`config.mk`:
```
export PLATFORM = sky130hd
export DESIGN_NAME = button_debounce_autorepeat
export DESIGN_NICKNAME = d
export VERILOG_FILES = /design/src/sv/bda_pkg.sv /design/src/sv/bda_div.sv /design/src/sv/bda_emit.sv /design/src/sv/button_debounce_autorepeat.sv
export VERILOG_INCLUDE_DIRS = /design/src /design/src/sv
export SDC_FILE = /design/constraint.sdc
export NUM_CORES = 1
export LEC_CHECK = 0
export ABC_AREA = 1
export BUFFER_PORTS_ARGS = -buffer_cell sky130_fd_sc_hd__clkbuf_2
export CORE_ASPECT_RATIO = 0.75
export CORE_MARGIN = 2
export CORE_UTILIZATION = 50
export CTS_CLUSTER_SIZE = 10
export DETAILED_ROUTE_END_ITERATION = 7
export PLACE_DENSITY = 0.66
export SYNTH_ARGS = -nofsm -noshare
export SYNTH_HDL_FRONTEND = slang
export SYNTH_SLANG_ARGS = --single-unit
```
`constraint.sdc`:
```
create_clock -name clk -period 6.3 [get_ports clk]
set_input_delay 0.315 -clock clk [delete_from_list [all_inputs] [get_ports clk]]
set_output_delay 0.315 -clock clk [all_outputs]
set_load 0.02 [all_outputs]
```
`src/sv/button_debounce_autorepeat_macros.svh`:
```
// ----------------------------------------------------------------------------
// Keypad debounce assertion macros
// Concurrent check wrappers on clk and arst_n; compiled out under NO_ASSERTIONS.
// ----------------------------------------------------------------------------
`ifndef BUTTON_DEBOUNCE_AUTOREPEAT_MACROS_SVH
`define BUTTON_DEBOUNCE_AUTOREPEAT_MACROS_SVH

`ifndef NO_ASSERTIONS

// Property holds at every clock edge outside reset
`define BDA_ASSERT(lbl, prop, msg) \
	lbl: assert property (@(posedge clk) disable iff (!arst_n) prop) else $error(msg);

// Antecedent in one cycle implies consequent in the next
`define BDA_ASSERT_NEXT(lbl, ante, cons, msg) \
	lbl: assert property (@(posedge clk) disable iff (!arst_n) ante |=> cons) else $error(msg);

`else

`define BDA_ASSERT(lbl, prop, msg)

`define BDA_ASSERT_NEXT(lbl, ante, cons, msg)

`endif

`endif

```
`src/sv/bda_pkg.sv`:
```
// ----------------------------------------------------------------------------
// Keypad debounce package
// Beat types, register indexes and shared constants.
// ----------------------------------------------------------------------------
`default_nettype none

package bda_pkg;

	// Register file
	localparam int CFG_IDX_W  = 2;
	localparam int CFG_DATA_W = 16;
	localparam logic [CFG_IDX_W-1:0] REG_SETTLE = 2'd0;
	localparam logic [CFG_IDX_W-1:0] REG_HOLD   = 2'd1;
	localparam logic [CFG_IDX_W-1:0] REG_REPEAT = 2'd2;

	localparam int SETTLE_W = 10;
	localparam int HOLD_W   = 16;
	localparam int PER_W    = 10;
	localparam logic [SETTLE_W-1:0] SETTLE_RST = 10'd150;
	localparam logic [HOLD_W-1:0]   HOLD_RST   = 16'd1000;
	localparam logic [PER_W-1:0]    REPEAT_RST = 10'd100;

	// Keypad byte decode
	localparam logic [3:0] KEY_TAG = 4'hB;
	localparam int BTN_W  = 4;
	localparam int TIME_W = 32;

	// Autorepeat bookkeeping
	localparam int REP_W = 16;
	localparam logic [REP_W-1:0] REPEAT_MAX = 16'hFFFF;
	localparam int MAX_BURST   = 16;
	localparam int BURST_LIMIT = (MAX_BURST < 1) ? 1 : ((MAX_BURST > 16) ? 16 : MAX_BURST);
	localparam int CNT_W       = $clog2(BURST_LIMIT + 1);

	// Divider
	localparam int STEP_W = $clog2(TIME_W);

	typedef struct packed {
		logic [7:0]        rx_byte;
		logic [TIME_W-1:0] now_ms;
	} rx_beat_t;

	typedef struct packed {
		logic [BTN_W-1:0] pushed_buttons;
		logic             last;
	} push_beat_t;

	typedef struct packed {
		logic              start;
		logic [TIME_W-1:0] dividend;
		logic [PER_W-1:0]  divisor;
	} div_req_t;

	typedef struct packed {
		logic              busy;
		logic              done;
		logic [TIME_W-1:0] quotient;
	} div_rsp_t;

	typedef struct packed {
		logic             load;
		logic [CNT_W-1:0] count;
		logic [BTN_W-1:0] buttons;
	} emit_cmd_t;

endpackage

`default_nettype wire

```
`src/sv/bda_div.sv`:
```
// ----------------------------------------------------------------------------
// Keypad debounce divider
// Restoring divider, one quotient bit per cycle, for the autorepeat count.
// ----------------------------------------------------------------------------
`default_nettype none

module bda_div (
	input  logic              clk,
	input  logic              arst_n,
	input  bda_pkg::div_req_t req,
	output bda_pkg::div_rsp_t rsp
);
	import bda_pkg::*;

	logic              busy_q;
	logic              done_q;
	logic [STEP_W-1:0] step_q;
	logic [TIME_W-1:0] quo_q;
	logic [PER_W-1:0]  rem_q;
	logic [PER_W-1:0]  dvs_q;

	logic [PER_W:0] trial;
	logic [PER_W:0] diff;
	logic           ge;

	assign trial = {rem_q, quo_q[TIME_W-1]};
	assign ge    = trial >= {1'b0, dvs_q};
	assign diff  = trial - {1'b0, dvs_q};

	always_ff @(posedge clk or negedge arst_n) begin
		if (!arst_n) begin
			busy_q <= 1'b0;
			done_q <= 1'b0;
			step_q <= '0;
		end else begin
			done_q <= 1'b0;
			if (req.start) begin
				busy_q <= 1'b1;
				step_q <= STEP_W'(TIME_W - 1);
			end else if (busy_q) begin
				step_q <= step_q - 1'b1;
				if (step_q == '0) begin
					busy_q <= 1'b0;
					done_q <= 1'b1;
				end
			end
		end
	end

	// Datapath: shift dividend out, quotient bits in
	always_ff @(posedge clk) begin
		if (req.start) begin
			quo_q <= req.dividend;
			rem_q <= '0;
			dvs_q <= req.divisor;
		end else if (busy_q) begin
			quo_q <= {quo_q[TIME_W-2:0], ge};
			rem_q <= ge ? diff[PER_W-1:0] : trial[PER_W-1:0];
		end
	end

	assign rsp.busy     = busy_q;
	assign rsp.done     = done_q;
	assign rsp.quotient = quo_q;

endmodule

`default_nettype wire

```
`src/sv/bda_emit.sv`:
```
// ----------------------------------------------------------------------------
// Keypad debounce push emitter
// Counts out a burst of push beats into the output register.
// ----------------------------------------------------------------------------
`default_nettype none

module bda_emit (
	input  logic                clk,
	input  logic                arst_n,
	input  bda_pkg::emit_cmd_t  cmd,
	output logic                busy,
	output logic                push_valid,
	input  logic                push_stall,
	output bda_pkg::push_beat_t push_beat
);
	import bda_pkg::*;

	logic [CNT_W-1:0] remaining_q;
	logic [BTN_W-1:0] btn_q;
	logic             valid_q;
	push_beat_t       beat_q;
	logic             take;
	logic             pending;

	assign take    = !valid_q || !push_stall;
	assign pending = remaining_q != '0;

	always_ff @(posedge clk or negedge arst_n) begin
		if (!arst_n) begin
			remaining_q <= '0;
			valid_q     <= 1'b0;
		end else begin
			if (cmd.load) begin
				remaining_q <= cmd.count;
			end else if (pending && take) begin
				remaining_q <= remaining_q - 1'b1;
			end
			if (take) begin
				valid_q <= pending;
			end
		end
	end

	always_ff @(posedge clk) begin
		if (cmd.load) begin
			btn_q <= cmd.buttons;
		end
		if (pending && take) begin
			beat_q.pushed_buttons <= btn_q;
			beat_q.last           <= remaining_q == CNT_W'(1);
		end
	end

	assign busy       = pending;
	assign push_valid = valid_q;
	assign push_beat  = beat_q;

endmodule

`default_nettype wire

```
`src/sv/button_debounce_autorepeat.sv`:
```
// ----------------------------------------------------------------------------
// Keypad debounce with autorepeat
// Turns keypad status bytes into pushed-button beats: release, settle, repeat.
// ----------------------------------------------------------------------------
//
//  Channel   Handshake               Beat           Direction
//  -------   ---------------------   ------------   ---------
//  rx        rx_valid / rx_stall     rx_beat_t      in
//  push      push_valid / push_stall push_beat_t    out
//  cfg       cfg_we                  index + data   in
//
// A byte that is not a status byte, or a status byte with no push, goes from
// capture through S_DIFF and S_EVAL back to idle. A status byte with a single
// push also passes S_EMIT. An autorepeat byte, with up to 16 beats, also waits
// in S_DIV on the bit-serial divider (32 quotient bits and a done strobe) that
// turns held time into a count, then passes S_TGT and S_EMIT. rx_stall stays high
// from acceptance until the cycle after the last beat of the burst enters the
// output register; push_stall holds that register and the rest of the burst.
// Reset clears the control and debounce state and loads the register defaults.
//
`default_nettype none

`include "button_debounce_autorepeat_macros.svh"

module button_debounce_autorepeat (
	input  logic                                clk,
	input  logic                                arst_n,
	input  logic                                cfg_we,
	input  logic [bda_pkg::CFG_IDX_W-1:0]       cfg_index,
	input  logic [bda_pkg::CFG_DATA_W-1:0]      cfg_data,
	input  logic                                rx_valid,
	output logic                                rx_stall,
	input  bda_pkg::rx_beat_t                   rx_beat,
	output logic                                push_valid,
	input  logic                                push_stall,
	output bda_pkg::push_beat_t                 push_beat
);
	import bda_pkg::*;

	// Sequencer states
	localparam logic [2:0] S_IDLE = 3'd0;
	localparam logic [2:0] S_DIFF = 3'd1;
	localparam logic [2:0] S_EVAL = 3'd2;
	localparam logic [2:0] S_DIV  = 3'd3;
	localparam logic [2:0] S_TGT  = 3'd4;
	localparam logic [2:0] S_EMIT = 3'd5;

	// Decision codes for a status byte
	localparam logic [2:0] ACT_NONE    = 3'd0;
	localparam logic [2:0] ACT_UNLOCK  = 3'd1;
	localparam logic [2:0] ACT_RELEASE = 3'd2;
	localparam logic [2:0] ACT_SETTLE  = 3'd3;
	localparam logic [2:0] ACT_REPEAT  = 3'd4;
	localparam logic [2:0] ACT_LOCK    = 3'd5;

	logic [2:0] state_q;

	// Registers
	logic [SETTLE_W-1:0] settle_q;
	logic [HOLD_W-1:0]   hold_q;
	logic [PER_W-1:0]    repeat_q;

	// Debounce state
	logic [BTN_W-1:0]  prev_q;
	logic [TIME_W-1:0] chg_q;
	logic [REP_W-1:0]  rep_q;
	logic              await_q;

	// Captured beat and elapsed time
	logic [7:0]        rx_q;
	logic [TIME_W-1:0] now_q;
	logic [TIME_W-1:0] stable_q;

	logic [BTN_W-1:0]  status;
	logic [BTN_W-1:0]  overlap;
	logic              key_hit;
	logic              changed;
	logic              settle_hit;
	logic              hold_hit;
	logic [2:0]        act;

	logic [REP_W-1:0]  target;
	logic [REP_W-1:0]  gap;
	logic [CNT_W-1:0]  rpt_cnt;

	div_req_t  div_req;
	div_rsp_t  div_rsp;
	emit_cmd_t emit_cmd;
	logic      emit_busy;

	assign rx_stall = state_q != S_IDLE;

	// Decode: the status nibble arrives inverted
	assign status     = ~rx_q[BTN_W-1:0];
	assign key_hit    = rx_q[7:4] == KEY_TAG;
	assign changed    = status != prev_q;
	assign overlap    = status & prev_q;
	assign settle_hit = stable_q >= {{(TIME_W-SETTLE_W){1'b0}}, settle_q};
	assign hold_hit   = stable_q >= {{(TIME_W-HOLD_W){1'b0}}, hold_q};

	// Pick one action per status byte, in priority order
	always_comb begin
		act = ACT_NONE;
		if (await_q) begin
			if (status == '0) begin
				act = ACT_UNLOCK;
			end
		end else if (prev_q != '0) begin
			if (overlap == '0) begin
				if (rep_q == '0) begin
					act = ACT_RELEASE;
				end
			end else if (settle_hit && rep_q == '0) begin
				act = ACT_SETTLE;
			end else if (hold_hit) begin
				act = ACT_REPEAT;
			end else if (overlap != prev_q) begin
				act = ACT_LOCK;
			end
		end
	end

	// Autorepeat target from the quotient, saturated; burst clipped to the limit
	always_comb begin
		if (div_rsp.quotient >= {{(TIME_W-REP_W){1'b0}}, REPEAT_MAX - 16'd1}) begin
			target = REPEAT_MAX;
		end else begin
			target = div_rsp.quotient[REP_W-1:0] + 16'd1;
		end
		gap = target - rep_q;
		if (target <= rep_q) begin
			rpt_cnt = '0;
		end else if (gap > REP_W'(BURST_LIMIT)) begin
			rpt_cnt = CNT_W'(BURST_LIMIT);
		end else begin
			rpt_cnt = gap[CNT_W-1:0];
		end
	end

	// Divider request: held time past the hold delay over the repeat period
	assign div_req.start    = (state_q == S_EVAL) && key_hit && (act == ACT_REPEAT);
	assign div_req.dividend = stable_q - {{(TIME_W-HOLD_W){1'b0}}, hold_q};
	assign div_req.divisor  = (repeat_q == '0) ? PER_W'(1) : repeat_q;

	// Emitter command: single pushes from EVAL, autorepeat bursts from TGT
	always_comb begin
		emit_cmd.load    = 1'b0;
		emit_cmd.count   = CNT_W'(1);
		emit_cmd.buttons = status;
		if (state_q == S_EVAL && key_hit) begin
			if (act == ACT_RELEASE) begin
				emit_cmd.load    = 1'b1;
				emit_cmd.buttons = prev_q;
			end else if (act == ACT_SETTLE) begin
				emit_cmd.load = 1'b1;
			end
		end else if (state_q == S_TGT) begin
			emit_cmd.load    = 1'b1;
			emit_cmd.count   = rpt_cnt;
			emit_cmd.buttons = prev_q;
		end
	end

	// Register writes
	always_ff @(posedge clk or negedge arst_n) begin
		if (!arst_n) begin
			settle_q <= SETTLE_RST;
			hold_q   <= HOLD_RST;
			repeat_q <= REPEAT_RST;
		end else if (cfg_we) begin
			case (cfg_index)
				REG_SETTLE: settle_q <= cfg_data[SETTLE_W-1:0];
				REG_HOLD:   hold_q   <= cfg_data[HOLD_W-1:0];
				REG_REPEAT: repeat_q <= cfg_data[PER_W-1:0];
				default: ;
			endcase
		end
	end

	// Capture the beat, then the elapsed time since the last change
	always_ff @(posedge clk) begin
		if (state_q == S_IDLE && rx_valid) begin
			rx_q  <= rx_beat.rx_byte;
			now_q <= rx_beat.now_ms;
		end
		if (state_q == S_DIFF) begin
			stable_q <= changed ? '0 : now_q - chg_q;
		end
	end

	// Sequencer and debounce state
	always_ff @(posedge clk or negedge arst_n) begin
		if (!arst_n) begin
			state_q <= S_IDLE;
			prev_q  <= '0;
			chg_q   <= '0;
			rep_q   <= '0;
			await_q <= 1'b0;
		end else begin
			case (state_q)
				S_IDLE: begin
					if (rx_valid) begin
						state_q <= S_DIFF;
					end
				end
				S_DIFF: begin
					state_q <= S_EVAL;
				end
				S_EVAL: begin
					if (!key_hit) begin
						// drop anything that is not a status byte
						state_q <= S_IDLE;
					end else begin
						if (changed) begin
							chg_q <= now_q;
						end
						case (act)
							ACT_UNLOCK: await_q <= 1'b0;
							ACT_SETTLE: rep_q   <= REP_W'(1);
							ACT_LOCK:   await_q <= 1'b1;
							default: ;
						endcase
						if (status == '0) begin
							rep_q <= '0;
						end
						prev_q <= status;
						if (act inside {ACT_RELEASE, ACT_SETTLE}) begin
							state_q <= S_EMIT;
						end else if (act == ACT_REPEAT) begin
							state_q <= S_DIV;
						end else begin
							state_q <= S_IDLE;
						end
					end
				end
				S_DIV: begin
					if (div_rsp.done) begin
						state_q <= S_TGT;
					end
				end
				S_TGT: begin
					// advance the repeat count by the burst handed out now
					rep_q   <= rep_q + REP_W'(rpt_cnt);
					state_q <= S_EMIT;
				end
				S_EMIT: begin
					if (!emit_busy) begin
						state_q <= S_IDLE;
					end
				end
				default: begin
					state_q <= S_IDLE;
				end
			endcase
		end
	end

	bda_div u_div (
		.clk    (clk),
		.arst_n (arst_n),
		.req    (div_req),
		.rsp    (div_rsp)
	);

	bda_emit u_emit (
		.clk        (clk),
		.arst_n     (arst_n),
		.cmd        (emit_cmd),
		.busy       (emit_busy),
		.push_valid (push_valid),
		.push_stall (push_stall),
		.push_beat  (push_beat)
	);

	// A held partial release always has some button down
	`BDA_ASSERT(a_lock_has_press, await_q |-> prev_q != '0, "release lock with no button held")
	// All buttons up means the repeat count is cleared
	`BDA_ASSERT(a_rep_clear, prev_q == '0 |-> rep_q == '0, "repeat count left over after release")
	// A new burst never lands on one still being counted out
	`BDA_ASSERT(a_load_free, emit_cmd.load |-> !emit_busy, "burst loaded while emitter busy")
	// A divider start is followed by a busy divider
	`BDA_ASSERT_NEXT(a_div_runs, div_req.start, div_rsp.busy, "divider did not start")

endmodule

`default_nettype wire
```
==> results_tabular.tex, run 1 <==
\begin{tabular}{lr}
\hline
Metric & Value \\
\hline
\multicolumn{2}{l}{\textbf{Setup path}} \\
Critical path startpoint category & flip-flop \\
Critical path capture point type & flip-flop \\
Critical path class & reg2reg \\
Most used cell, CP & nand2\_1 \\
Reg-to-reg startpoint & u\_div.quo\_q[0] \\
Max stage delay on crit path & $\sim$0.44 ns \\
Critical path fanouts, max & 10 \\
CP startpoint & u\_div.quo\_q[0] \\
Slowest CP cell & edfxtp\_1 \\
Data arrival time of the critical path & roughly 5.7 ns \\
Required time worst endpoint & between 6 and 7 ns \\
\multicolumn{2}{l}{\textbf{Timing}} \\
Worst Tran Pin Value & 1.10 ns \\
Worst-case clock skew & 0.0143 ns \\
Post-layout minimum cycle time & roughly 5.3 ns \\
Max-slew violation count & 0 \\
Maximum achievable frequency & 0.188 GHz \\
Post-route worst setup slack & slightly below 1 ns \\
Setup\_tns & 0 ns \\
Endpoints failing setup & 0 \\
Setup repair after global routing missed its margin & false \\
Final count of hold timing violations & 0 \\
Share of the clock period used by the worst path after layout & about 84\% \\
Worst relative slew slack & 26.3\% \\
\multicolumn{2}{l}{\textbf{CTS}} \\
Htree depth & 1 \\
Number of gates resized after CTS & 0 \\
Worst skew pair latency & 0.55 ns \\
Quantity of hold-fixing buffers added after cts & between 40 and 50 \\
Total clock sinks & between 200 and 250 \\
Cell chosen for the clock root & clkbuf\_16 \\
Clock-pin slew on the worst setup and hold paths & 0.06 ns \\
Postcts setup bufs & 0 \\
CTS tree & built \\
Number of buffers added by the clock tree synthesis step & 28 \\
Bufs on Longest Clock Path & 3 \\
\multicolumn{2}{l}{\textbf{Placed design}} \\
RePlAce Congestion & roughly 0.92 \\
Cell count after placement & roughly 2.3k \\
Placement-stage cell area & 0.0156 mm2 \\
Hpwl dp & 26.5 mm \\
Worst Setup Slack post-DPL & about 1.1 ns \\
Number of buffer cells added on primary ports & a little under 70 \\
\multicolumn{2}{l}{\textbf{Global routing}} \\
Vias in the first global route & around 12k \\
Pin count of the biggest net entering global routing & 64 \\
Global routing usage summed across all routing layers & a little under a quarter \\
Initial antenna violation count & 1 \\
First-pass GRT wire length & slightly below 60 mm \\
Total congestion overflow after global routing & 0 \\
\multicolumn{2}{l}{\textbf{Drt}} \\
Via density per instance & 5.25 \\
Total number of vias & 12.4k \\
Length of the first detailed-routing pass in iterations & 7 \\
Final ANT Viol Nets & 0 \\
DRC Markers & 0 \\
Wire length per cell after detailed routing & 14.7 um \\
Overall routed net length & 34.7 mm \\
Number of DRC markers in iteration 0 & just under 900 \\
\multicolumn{2}{l}{\textbf{Final layout}} \\
Total inserted antenna cells & 0 \\
Final standard cell area without fillers & between 0.015 and 0.02 mm2 \\
Leading cell type in the layout, fill and taps excluded & nand2\_1 \\
Layout Area Growth over Synthesis & 13.9\% \\
Nets & between 2k and 2.5k \\
Proportion of layout cells with a drive suffix above 1 & 9.18\% \\
Final std cells w/o fill & 2364 \\
Leading cell types in the layout, fill and taps excluded & nand2\_1, inv\_1, nor2\_1 \\
\multicolumn{2}{l}{\textbf{Logic synthesis}} \\
Share of synthesized area occupied by flip-flops and latches & between 40\% and 50\% \\
Warnings, synthesis & 0 \\
Number of storage elements in the synthesis netlist & 238 \\
Post-Syn Instances & roughly 1.8k \\
EDFF count, synth & 123 \\
Ys async rst share & approximately 44\% \\
Area of the mapped netlist & about 0.015 mm2 \\
Post-Syn Area per Cell & roughly 8.1 um2 \\
Number of different library cells in the post-synthesis netlist & 57 \\
Primary flip-flop cell chosen by synthesis mapping & edfxtp\_1 \\
Nets in the synthesized netlist & roughly 2k \\
\multicolumn{2}{l}{\textbf{Floorplanning}} \\
Die Y-Extent & $\sim$150 um \\
Floorplan core area & a little under 0.03 mm2 \\
Die area & $\sim$0.031 mm2 \\
Number of primary I/O pins & 70 \\
Horiz. Die Dim & between 200 and 250 um \\
Standard-cell rows & 54 \\
Initial core utilization & about half \\
\multicolumn{2}{l}{\textbf{Outcome}} \\
Run status & completed \\
\multicolumn{2}{l}{\textbf{Power}} \\
Final Total Pwr & 6230 uW \\
Power density over cell area & 368 mW/mm2 \\
Total leakage power & between 0.007 and 0.008 uW \\
Max IR drop VDD & slightly below 0.3 mV \\
\multicolumn{2}{l}{\textbf{Min path}} \\
Worst hold path class & in2reg \\
Min-Delay Startpoint & cfg\_data[10] \\
\multicolumn{2}{l}{\textbf{Flow run}} \\
Number of violations of the max-capacitance limit & 0 \\
\hline
\end{tabular}
==> critical path: cells and delay by family (launching register included) <==
kind / cells / cell delay, ns
buffers and inverters: 6 / 0.77
DFF: 1 / 0.44
and+or+nand+nor: 23 / 2.54
adders and majority gates: 4 / 1.17
AOI/OAI and AO/OA: 2 / 0.24
==> layout make-up <==
cell class,count,area [um2]
clock buffers,51,828
clock inverters,1,30.0
fillers,2676,12300
inverters,282,1060
multi-input cells,1280,7130
flip-flops and latches,238,6540
well taps,392,490
repair buffers,120,841
==> power by group <==
part           switching (uW)  leakage (uW)  internal, uW
Clock                     612      0.000410           916
Sequential                216       0.00254          2060
Combinational            1560       0.00476           864
Total                    2390       0.00771          3840
==> registers in the layout (all words and copies together) (netlist names), 8 cells and up <==
name         cells
rep_q           16
settle_q        10
repeat_q        10
u_div.dvs_q     10
stable_q        32
u_div.quo_q     32
rx_q             8
hold_q          16
chg_q           32
u_div.rem_q     10
now_q           32
==> metrics by stage <==
| step | hold WS (ns) | utilization (%) |
|---|---|---|
| floorplan | 0.0194 | - |
| global placement | 0.369 | 53.5 |
| detailed placement | 0.378 | 53.5 |
| CTS | 0.0126 | 58.0 |
| global route | 0.0263 | 58.0 |
| finish | 0.0312 | 58.0 |
==> cell families after synthesis <==
logic type / Yosys count / share of synthesized area, %
simple gates: 736 / 21.6
compound gates: 389 / 14.2
buf+inv: 318 / 8.14
flops: 238 / 44.0
fa+ha+maj: 107 / 9.26
xor+xnor: 46 / 2.71
mux: 2 / 0.143
==> layer usage <==
metal	GRT usage [%]	up-vias	wire, um
li1	-	6351	-
met1	33.7	5753	17500
met4	5.28	0	725
met2	35.4	258	14800
met5	0	-	0
met3	3.99	50	1710
==> synthesized netlist by cell type (14+ instances only) <==
cell type / number / area share [%]
nor4_1: 20 / 0.84
nand2_1: 360 / 9.1
nor2_1: 174 / 4.4
nand3_1: 72 / 2.4
nor3_1: 28 / 0.94
o21ai_0: 148 / 5.0
inv_1: 276 / 7.0
clkbuf_1: 26 / 0.66
nand2_2: 17 / 0.72
ha_1: 102 / 8.6
nand4_1: 26 / 1.1
xor2_1: 31 / 1.8
dfrtp_1: 92 / 15
o21ai_1: 14 / 0.47
xnor2_1: 15 / 0.88
edfxtp_1: 123 / 25
a21oi_1: 166 / 5.6
==> worst paths after layout <==
path | slack (ns) | cells after the start | end
min in group asynchronous | 0.33 | 2 | chg_q[5]
hold reg to reg | 0.43 | 0 | u_emit.push_beat[2]
setup reg to reg | 0.98 | 35 | rep_q[6]
hold / removal | 0.03 | 3 | hold_q[10]
setup / recovery | 0.98 | 35 | rep_q[6]
max in group asynchronous | 4.76 | 3 | u_emit.remaining_q[2]
Note: power is estimated with default switching activity, not from simulation.
==> run 2, diff against run 1 <==
--- a/config.mk
+++ b/config.mk
@@ -13,7 +13,7 @@
 export CORE_UTILIZATION = 50
 export CTS_CLUSTER_SIZE = 10
 export DETAILED_ROUTE_END_ITERATION = 7
-export PLACE_DENSITY = 0.66
+export PLACE_DENSITY = 0.69
 export SYNTH_ARGS = -nofsm -noshare
 export SYNTH_HDL_FRONTEND = slang
 export SYNTH_SLANG_ARGS = --single-unit
==> constraint.sdc (replaced) <==
create_clock -name clk -period 4.3 [get_ports clk]
set_input_delay 0.215 -clock clk [delete_from_list [all_inputs] [get_ports clk]]
set_output_delay 0.215 -clock clk [all_outputs]
set_load 0.02 [all_outputs]
==> run 2 against run 1 <==
The flow now finishes with violations (negative setup slack). Worst hold slack better by 0.0049 ns. Wire length increased by 10%. Maximum frequency increased by 15%. Largest power group unchanged. Highest routed layer unchanged.
==> results_tabular.tex, run 2 (synthesis gave the netlist of run 1 again) <==
\begin{tabular}{lr}
\hline
Metric & Value \\
\hline
\multicolumn{2}{l}{\textbf{Outcome}} \\
Run status & complete, but fails checks \\
Violations in the final reports & negative setup slack \\
\multicolumn{2}{l}{\textbf{Drt}} \\
Wire length per cell after detailed routing & 15.2 um (+3.3\%) \\
Number of DRC markers in iteration 0 & 925 (+5.6\%) \\
DRC Markers & 0 (unchanged) \\
Length of the first detailed-routing pass in iterations & 5 (-2) \\
Overall routed net length & 38.3 mm (+10\%) \\
Total number of vias & 13.2k (+6.7\%) \\
Final ANT Viol Nets & 0 (unchanged) \\
Via density per instance & 5.24 (-0.20\%) \\
\multicolumn{2}{l}{\textbf{Floorplanning}} \\
Horiz. Die Dim & 203 um (unchanged) \\
Floorplan core area & 0.0292 mm2 (unchanged) \\
Number of primary I/O pins & 70 (unchanged) \\
Die area & 0.0311 mm2 (unchanged) \\
Standard-cell rows & 54 (unchanged) \\
Initial core utilization & 50.9\% (unchanged) \\
Die Y-Extent & 153 um (unchanged) \\
\multicolumn{2}{l}{\textbf{CTS}} \\
Number of buffers added by the clock tree synthesis step & 28 (unchanged) \\
Total clock sinks & 238 (unchanged) \\
CTS tree & built \\
Bufs on Longest Clock Path & 3 (unchanged) \\
Worst skew pair latency & 0.56 ns (about the same) \\
Clock-pin slew on the worst setup and hold paths & 0.06 ns (about the same) \\
Cell chosen for the clock root & clkbuf\_16 \\
Htree depth & 1 (unchanged) \\
\multicolumn{2}{l}{\textbf{Timing}} \\
Worst Tran Pin Value & 1.12 ns (+0.0118 ns) \\
Worst-case clock skew & 0.0122 ns (-0.00210 ns) \\
Max-slew violation count & 0 (unchanged) \\
Post-route worst setup slack & -0.330 ns (-1.31 ns) \\
Maximum achievable frequency & 0.216 GHz (+15\%) \\
Setup repair after global routing missed its margin & true \\
Post-layout minimum cycle time & 4.63 ns (-0.686 ns) \\
Worst relative slew slack & 25.5\% (-0.79 points) \\
Final count of hold timing violations & 0 (unchanged) \\
Setup\_tns & -2.73 ns (-2.73 ns) \\
Endpoints failing setup & 14 (+14) \\
Post-route worst hold slack & 0.0361 ns (+0.00491 ns) \\
Share of the clock period used by the worst path after layout & 108\% (+23 points) \\
\multicolumn{2}{l}{\textbf{Power}} \\
Power density over cell area & 489 mW/mm2 (+33\%) \\
Max IR drop VDD & 0.416 mV (+43\%) \\
Total leakage power & 0.00866 uW (+12\%) \\
\multicolumn{2}{l}{\textbf{Setup path}} \\
Critical path capture point type & flip-flop \\
Slowest CP cell & edfxtp\_1 \\
Worst path buffer plus inverter count & 5 (-1) \\
Dominant delay contributor by cell family on the critical path & simple AND/OR/NAND/NOR gates \\
Critical path startpoint category & flip-flop \\
Critical path fanouts, max & 6 (-4) \\
Max stage delay on crit path & 0.45 ns (about the same) \\
Most used cell, CP & nand2\_4 \\
Data arrival time of the critical path & 5.10 ns (-0.63 ns) \\
Critical path class & reg2reg \\
Required time worst endpoint & 4.77 ns (-1.95 ns) \\
\multicolumn{2}{l}{\textbf{Final layout}} \\
Total inserted antenna cells & 0 (unchanged) \\
Leading cell types in the layout, fill and taps excluded & nand2\_1, inv\_1, a21oi\_1, buf\_4, nor2\_1 \\
Leading cell type in the layout, fill and taps excluded & nand2\_1 \\
Nets & 2283 (+7.7\%) \\
Layout Area Growth over Synthesis & 28.7\% \\
Proportion of layout cells with a drive suffix above 1 & 23.4\% (+14 points) \\
\multicolumn{2}{l}{\textbf{Global routing}} \\
Pin count of the biggest net entering global routing & 60 (-6.3\%) \\
Initial antenna violation count & 0 (-1) \\
First-pass GRT wire length & 61.9 mm (+5.2\%) \\
Vias in the first global route & 12.7k (+6.1\%) \\
Total congestion overflow after global routing & 0 (unchanged) \\
Global routing usage summed across all routing layers & 24.2\% (+1.2 points) \\
\multicolumn{2}{l}{\textbf{Min path}} \\
Worst hold path class & in2reg \\
\multicolumn{2}{l}{\textbf{Placed design}} \\
Number of buffer cells added on primary ports & 69 (unchanged) \\
Hpwl dp & 27.5 mm (+3.9\%) \\
RePlAce Congestion & 0.883 (-3.6\%) \\
\multicolumn{2}{l}{\textbf{Flow run}} \\
Number of violations of the max-capacitance limit & 0 (unchanged) \\
\hline
\end{tabular}
run 2: cell types whose count changed in the layout (fill, tap and decap cells not counted), sizes merged:
cell and change:
buf +153, bufinv -1, clkbuf -1, clkinv +1, dlygate4sd3 +10, inv +1
run 2: stage by stage:
stage | setup slack, ns | utilization (%) | cell area [um2] | power [uW] | instances
finish | -0.330 | 65.5 | 19100 | 9350 | 2527
detailed placement | -0.620 | 56.3 | 16400 | 6960 | 2376
floorplan | 0.0210 | - | 14900 | 5980 | 1836
global route | -0.613 | 65.5 | 19100 | 10100 | 2527
CTS | -0.264 | 62.8 | 18300 | 9250 | 2513
global placement | -0.521 | 56.3 | 16400 | 6850 | 2376
run 2: worst min-delay path: stages:
cell      delay, ns
clkbuf_2       0.07
inv_1          0.08
o21ai_0        0.17
run 2: final timing paths:
check / start / endpoint / slack (ns) / cells past startpoint
worst min-delay path: cfg_data[0] / hold_q[0] / 0.04 / 3
min in group asynchronous: arst_n / chg_q[9] / 0.26 / 2
worst max-delay path: u_div.quo_q[1] / rep_q[8] / -0.33 / 36
max in group asynchronous: arst_n / u_div.step_q[0] / 2.87 / 3
worst min register to register: u_emit.btn_q[1] / u_emit.push_beat[2] / 0.43 / 0
worst max register to register: u_div.quo_q[1] / rep_q[8] / -0.33 / 36
run 2: power by group:
group          leakage [uW]  internal, uW  switching [uW]
clock              0.000388          1240             916
combinational       0.00573          1430            2420
sequential          0.00254          3020             328
total               0.00866          5690            3660
run 2: layer usage:
metal | up-vias | GRT usage, % | part of all wire, %
li1 | 6665 | - | -
met1 | 6176 | 34.9 | 47
met2 | 340 | 37.8 | 45
met3 | 60 | 4.75 | 5.5
met4 | 0 | 5.32 | 2.1
met5 | - | 0 | 0
run 2: cell type report:
cell class	instances	area [um2]
fillers	2379	10100
multi-input cells	1280	8080
flip-flops and latches	238	6540
repair buffers	283	2120
inverters	282	1070
clock buffers	50	793
well taps	392	490
clock inverters	2	21.3
run 2: what timing repair did:
item	4_1_cts	5_1_grt
pin swaps	47	83
endpoints found under the setup margin	14	18
resized for setup	97	153
cloned	0	0
hold endpoints to repair	113	0
buffers inserted	31	15
hold buffers	54	0
==> run 3, diff against run 2 <==
--- a/config.mk
+++ b/config.mk
@@ -13,7 +13,7 @@
 export CORE_UTILIZATION = 50
 export CTS_CLUSTER_SIZE = 10
 export DETAILED_ROUTE_END_ITERATION = 7
-export PLACE_DENSITY = 0.69
+export PLACE_DENSITY = 0.77
 export SYNTH_ARGS = -nofsm -noshare
 export SYNTH_HDL_FRONTEND = slang
 export SYNTH_SLANG_ARGS = --single-unit
==> run 3 against run 2 <==
The flow finishes with violations (negative hold slack, negative setup slack). Register-to-register slack worse by 0.05 ns. Cell count is 0.79% lower. Sequential share of layout area is 0.80 points higher. Sequential power hardly changed. Clock-buffer cell count is 1 higher. First-iteration DRC count is 9.1% higher. Worst setup slack worse by 0.046 ns. Combinational power is 1% lower. Global-route usage is 0.26 points lower. Maximum frequency is 0.99% lower. Power is 0.49% higher. Largest cell class unchanged.
==> results_tabular.tex, run 3 (synthesis gave the netlist of run 1 again) <==
\begin{tabular}{lr}
\hline
Metric & Value \\
\hline
\multicolumn{2}{l}{\textbf{Timing}} \\
Worst relative slew slack & 24.2\% (-1.3 points) \\
Post-route worst setup slack & -0.376 ns (-0.0463 ns) \\
Setup repair after global routing missed its margin & true \\
Maximum achievable frequency & 0.214 GHz (-0.99\%) \\
Worst Tran Pin Value & 1.13 ns (+0.0198 ns) \\
Final count of hold timing violations & 1 (+1) \\
Worst-case clock skew & 0.0476 ns (+0.0354 ns) \\
Share of the clock period used by the worst path after layout & 109\% (+1.1 points) \\
Endpoints failing setup & 12 (-2) \\
Max-slew violation count & 0 (unchanged) \\
Post-route worst hold slack & -0.00787 ns (-0.0440 ns) \\
Post-layout minimum cycle time & 4.68 ns (+0.0463 ns) \\
\multicolumn{2}{l}{\textbf{Setup path}} \\
Required time worst endpoint & 4.76 ns (about the same) \\
Critical path startpoint category & flip-flop \\
Critical path capture point type & flip-flop \\
Most used cell, CP & nand2\_4 \\
Worst path buffer plus inverter count & 7 (+2) \\
Critical path class & reg2reg \\
Critical path fanouts, max & 6 (unchanged) \\
Slowest CP cell & edfxtp\_1 \\
CP startpoint & u\_div.quo\_q[1] \\
Reg-to-reg startpoint & u\_div.quo\_q[1] \\
Max stage delay on crit path & 0.43 ns (-0.02 ns) \\
Dominant delay contributor by cell family on the critical path & simple AND/OR/NAND/NOR gates \\
Data arrival time of the critical path & 5.14 ns (+0.04 ns) \\
\multicolumn{2}{l}{\textbf{Power}} \\
Power density over cell area & 503 mW/mm2 (+2.9\%) \\
Max IR drop VDD & 0.419 mV (+0.62\%) \\
Total leakage power & 0.00848 uW (-2.0\%) \\
\multicolumn{2}{l}{\textbf{Flow run}} \\
Number of violations of the max-capacitance limit & 0 (unchanged) \\
\multicolumn{2}{l}{\textbf{CTS}} \\
CTS tree & built \\
Number of buffers added by the clock tree synthesis step & 28 (unchanged) \\
Worst skew pair latency & 0.58 ns (+0.02 ns) \\
Total clock sinks & 238 (unchanged) \\
Bufs on Longest Clock Path & 3 (unchanged) \\
Clock-pin slew on the worst setup and hold paths & 0.06 ns (about the same) \\
Cell chosen for the clock root & clkbuf\_16 \\
Htree depth & 1 (unchanged) \\
\multicolumn{2}{l}{\textbf{Final layout}} \\
Final standard cell area without fillers & 0.0187 mm2 (-2.3\%) \\
Total area of sequential cells & 0.00654 mm2 (unchanged) \\
Proportion of layout cells with a drive suffix above 1 & 20.5\% (-2.9 points) \\
Core occupancy in the finished layout & 64.0\% (-1.5 points) \\
Fillers & 2378 (-0.042\%) \\
Total inserted antenna cells & 0 (unchanged) \\
Leading cell types in the layout, fill and taps excluded & nand2\_1, inv\_1, nor2\_1 \\
Nets & 2263 (-0.88\%) \\
Layout Area Growth over Synthesis & 25.7\% \\
Final std cells w/o fill & 2507 (-0.79\%) \\
Leading cell type in the layout, fill and taps excluded & nand2\_1 \\
Footprint of the multi-input gates & 0.00775 mm2 (-4.0\%) \\
\multicolumn{2}{l}{\textbf{Placed design}} \\
Cell count after placement & 2372 (-0.17\%) \\
Worst Setup Slack post-DPL & -0.545 ns (+0.0750 ns) \\
Hpwl dp & 27.2 mm (-1.0\%) \\
RePlAce Congestion & 0.934 (+5.7\%) \\
Number of buffer cells added on primary ports & 69 (unchanged) \\
Placement-stage cell area & 0.0164 mm2 (-0.18\%) \\
\multicolumn{2}{l}{\textbf{Global routing}} \\
First-pass GRT wire length & 62.1 mm (+0.29\%) \\
Total congestion overflow after global routing & 0 (unchanged) \\
Initial antenna violation count & 1 (+1) \\
Pin count of the biggest net entering global routing & 65 (+8.3\%) \\
Vias in the first global route & 13.2k (+4.3\%) \\
Global routing usage summed across all routing layers & 23.9\% (-0.26 points) \\
\multicolumn{2}{l}{\textbf{Drt}} \\
Wire length per cell after detailed routing & 15.1 um (about the same) \\
Length of the first detailed-routing pass in iterations & 5 (unchanged) \\
Via density per instance & 5.32 (+1.6\%) \\
DRC Markers & 0 (unchanged) \\
Final ANT Viol Nets & 0 (unchanged) \\
Total number of vias & 13.3k (+0.81\%) \\
Number of DRC markers in iteration 0 & 1009 (+9.1\%) \\
Overall routed net length & 38.0 mm (-0.87\%) \\
\multicolumn{2}{l}{\textbf{Outcome}} \\
Violations in the final reports & negative hold slack, negative setup slack \\
Run status & complete, but fails checks \\
\multicolumn{2}{l}{\textbf{Floorplanning}} \\
Horiz. Die Dim & 203 um (unchanged) \\
Die area & 0.0311 mm2 (unchanged) \\
Standard-cell rows & 54 (unchanged) \\
Floorplan core area & 0.0292 mm2 (unchanged) \\
Number of primary I/O pins & 70 (unchanged) \\
Die Y-Extent & 153 um (unchanged) \\
Initial core utilization & 50.9\% (unchanged) \\
\multicolumn{2}{l}{\textbf{Min path}} \\
Min-Delay Startpoint & cfg\_data[3] \\
Worst hold path class & in2reg \\
\hline
\end{tabular}
[run 3: cell count changes in the layout (fill, tap and decap cells not counted), sizes merged]
cell,before,now
inv,281,280
clkbuf,118,119
dlygate4sd3,54,52
buf,161,143
[run 3: where the power goes]
| part | switching (uW) | total [uW] | internal [uW] |
|---|---|---|---|
| Clock | 936 | 2240 | 1310 |
| Combinational | 2410 | 3810 | 1390 |
| Sequential | 322 | 3340 | 3020 |
| Total | 3670 | 9390 | 5720 |
[run 3: tightest hold or removal path: stages]
cell and delay, ns:
clkbuf_2 0.08, inv_1 0.11, o21ai_0 0.10
[run 3: path summary, 6_finish.rpt]
path	end	slack, ns	depth (start not counted)
max	rep_q[8]	-0.38	33
min	hold_q[3]	-0.008	3
max reg2reg	rep_q[8]	-0.38	33
min reg2reg	u_emit.push_beat[2]	0.42	0
max in group asynchronous	repeat_q[3]	3.33	3
min in group asynchronous	await_q	0.27	3
[run 3: metrics by stage]
step,TNS (ns),total power (uW)
4_1_cts,-1.25,9260
6_report,-2.43,9390
3_5_place_dp,-3.96,6960
5_1_grt,-6.23,10100
2_1_floorplan,0,5980
3_3_place_gp,-2.61,6820
[run 3: layer usage]
layer / track usage (%) / wire, um / up-vias
met5: 0 / 0 / -
met2: 40.1 / 17600 / 395
met3: 2.54 / 1840 / 79
met4: 6.78 / 1140 / 0
met1: 33.0 / 17400 / 6241
li1: - / - / 6633
[run 3: repair_timing]
action,CTS,global route
hold buffers,52,0
setup buffers,20,12
pin swaps,23,63
hold endpoints to repair,133,0
resized for setup,62,105
endpoints found under the setup margin,13,16
[run 3: area by class of cell]
| class | count | area share (%) |
|---|---|---|
| multi-input combinational | 1280 | 41.5 |
| sequential | 238 | 35.0 |
| timing repair buffer | 263 | 10.5 |
| inverter | 282 | 5.69 |
| clock buffer | 51 | 4.49 |
| tap | 392 | 2.63 |
| clock inverter | 1 | 0.161 |
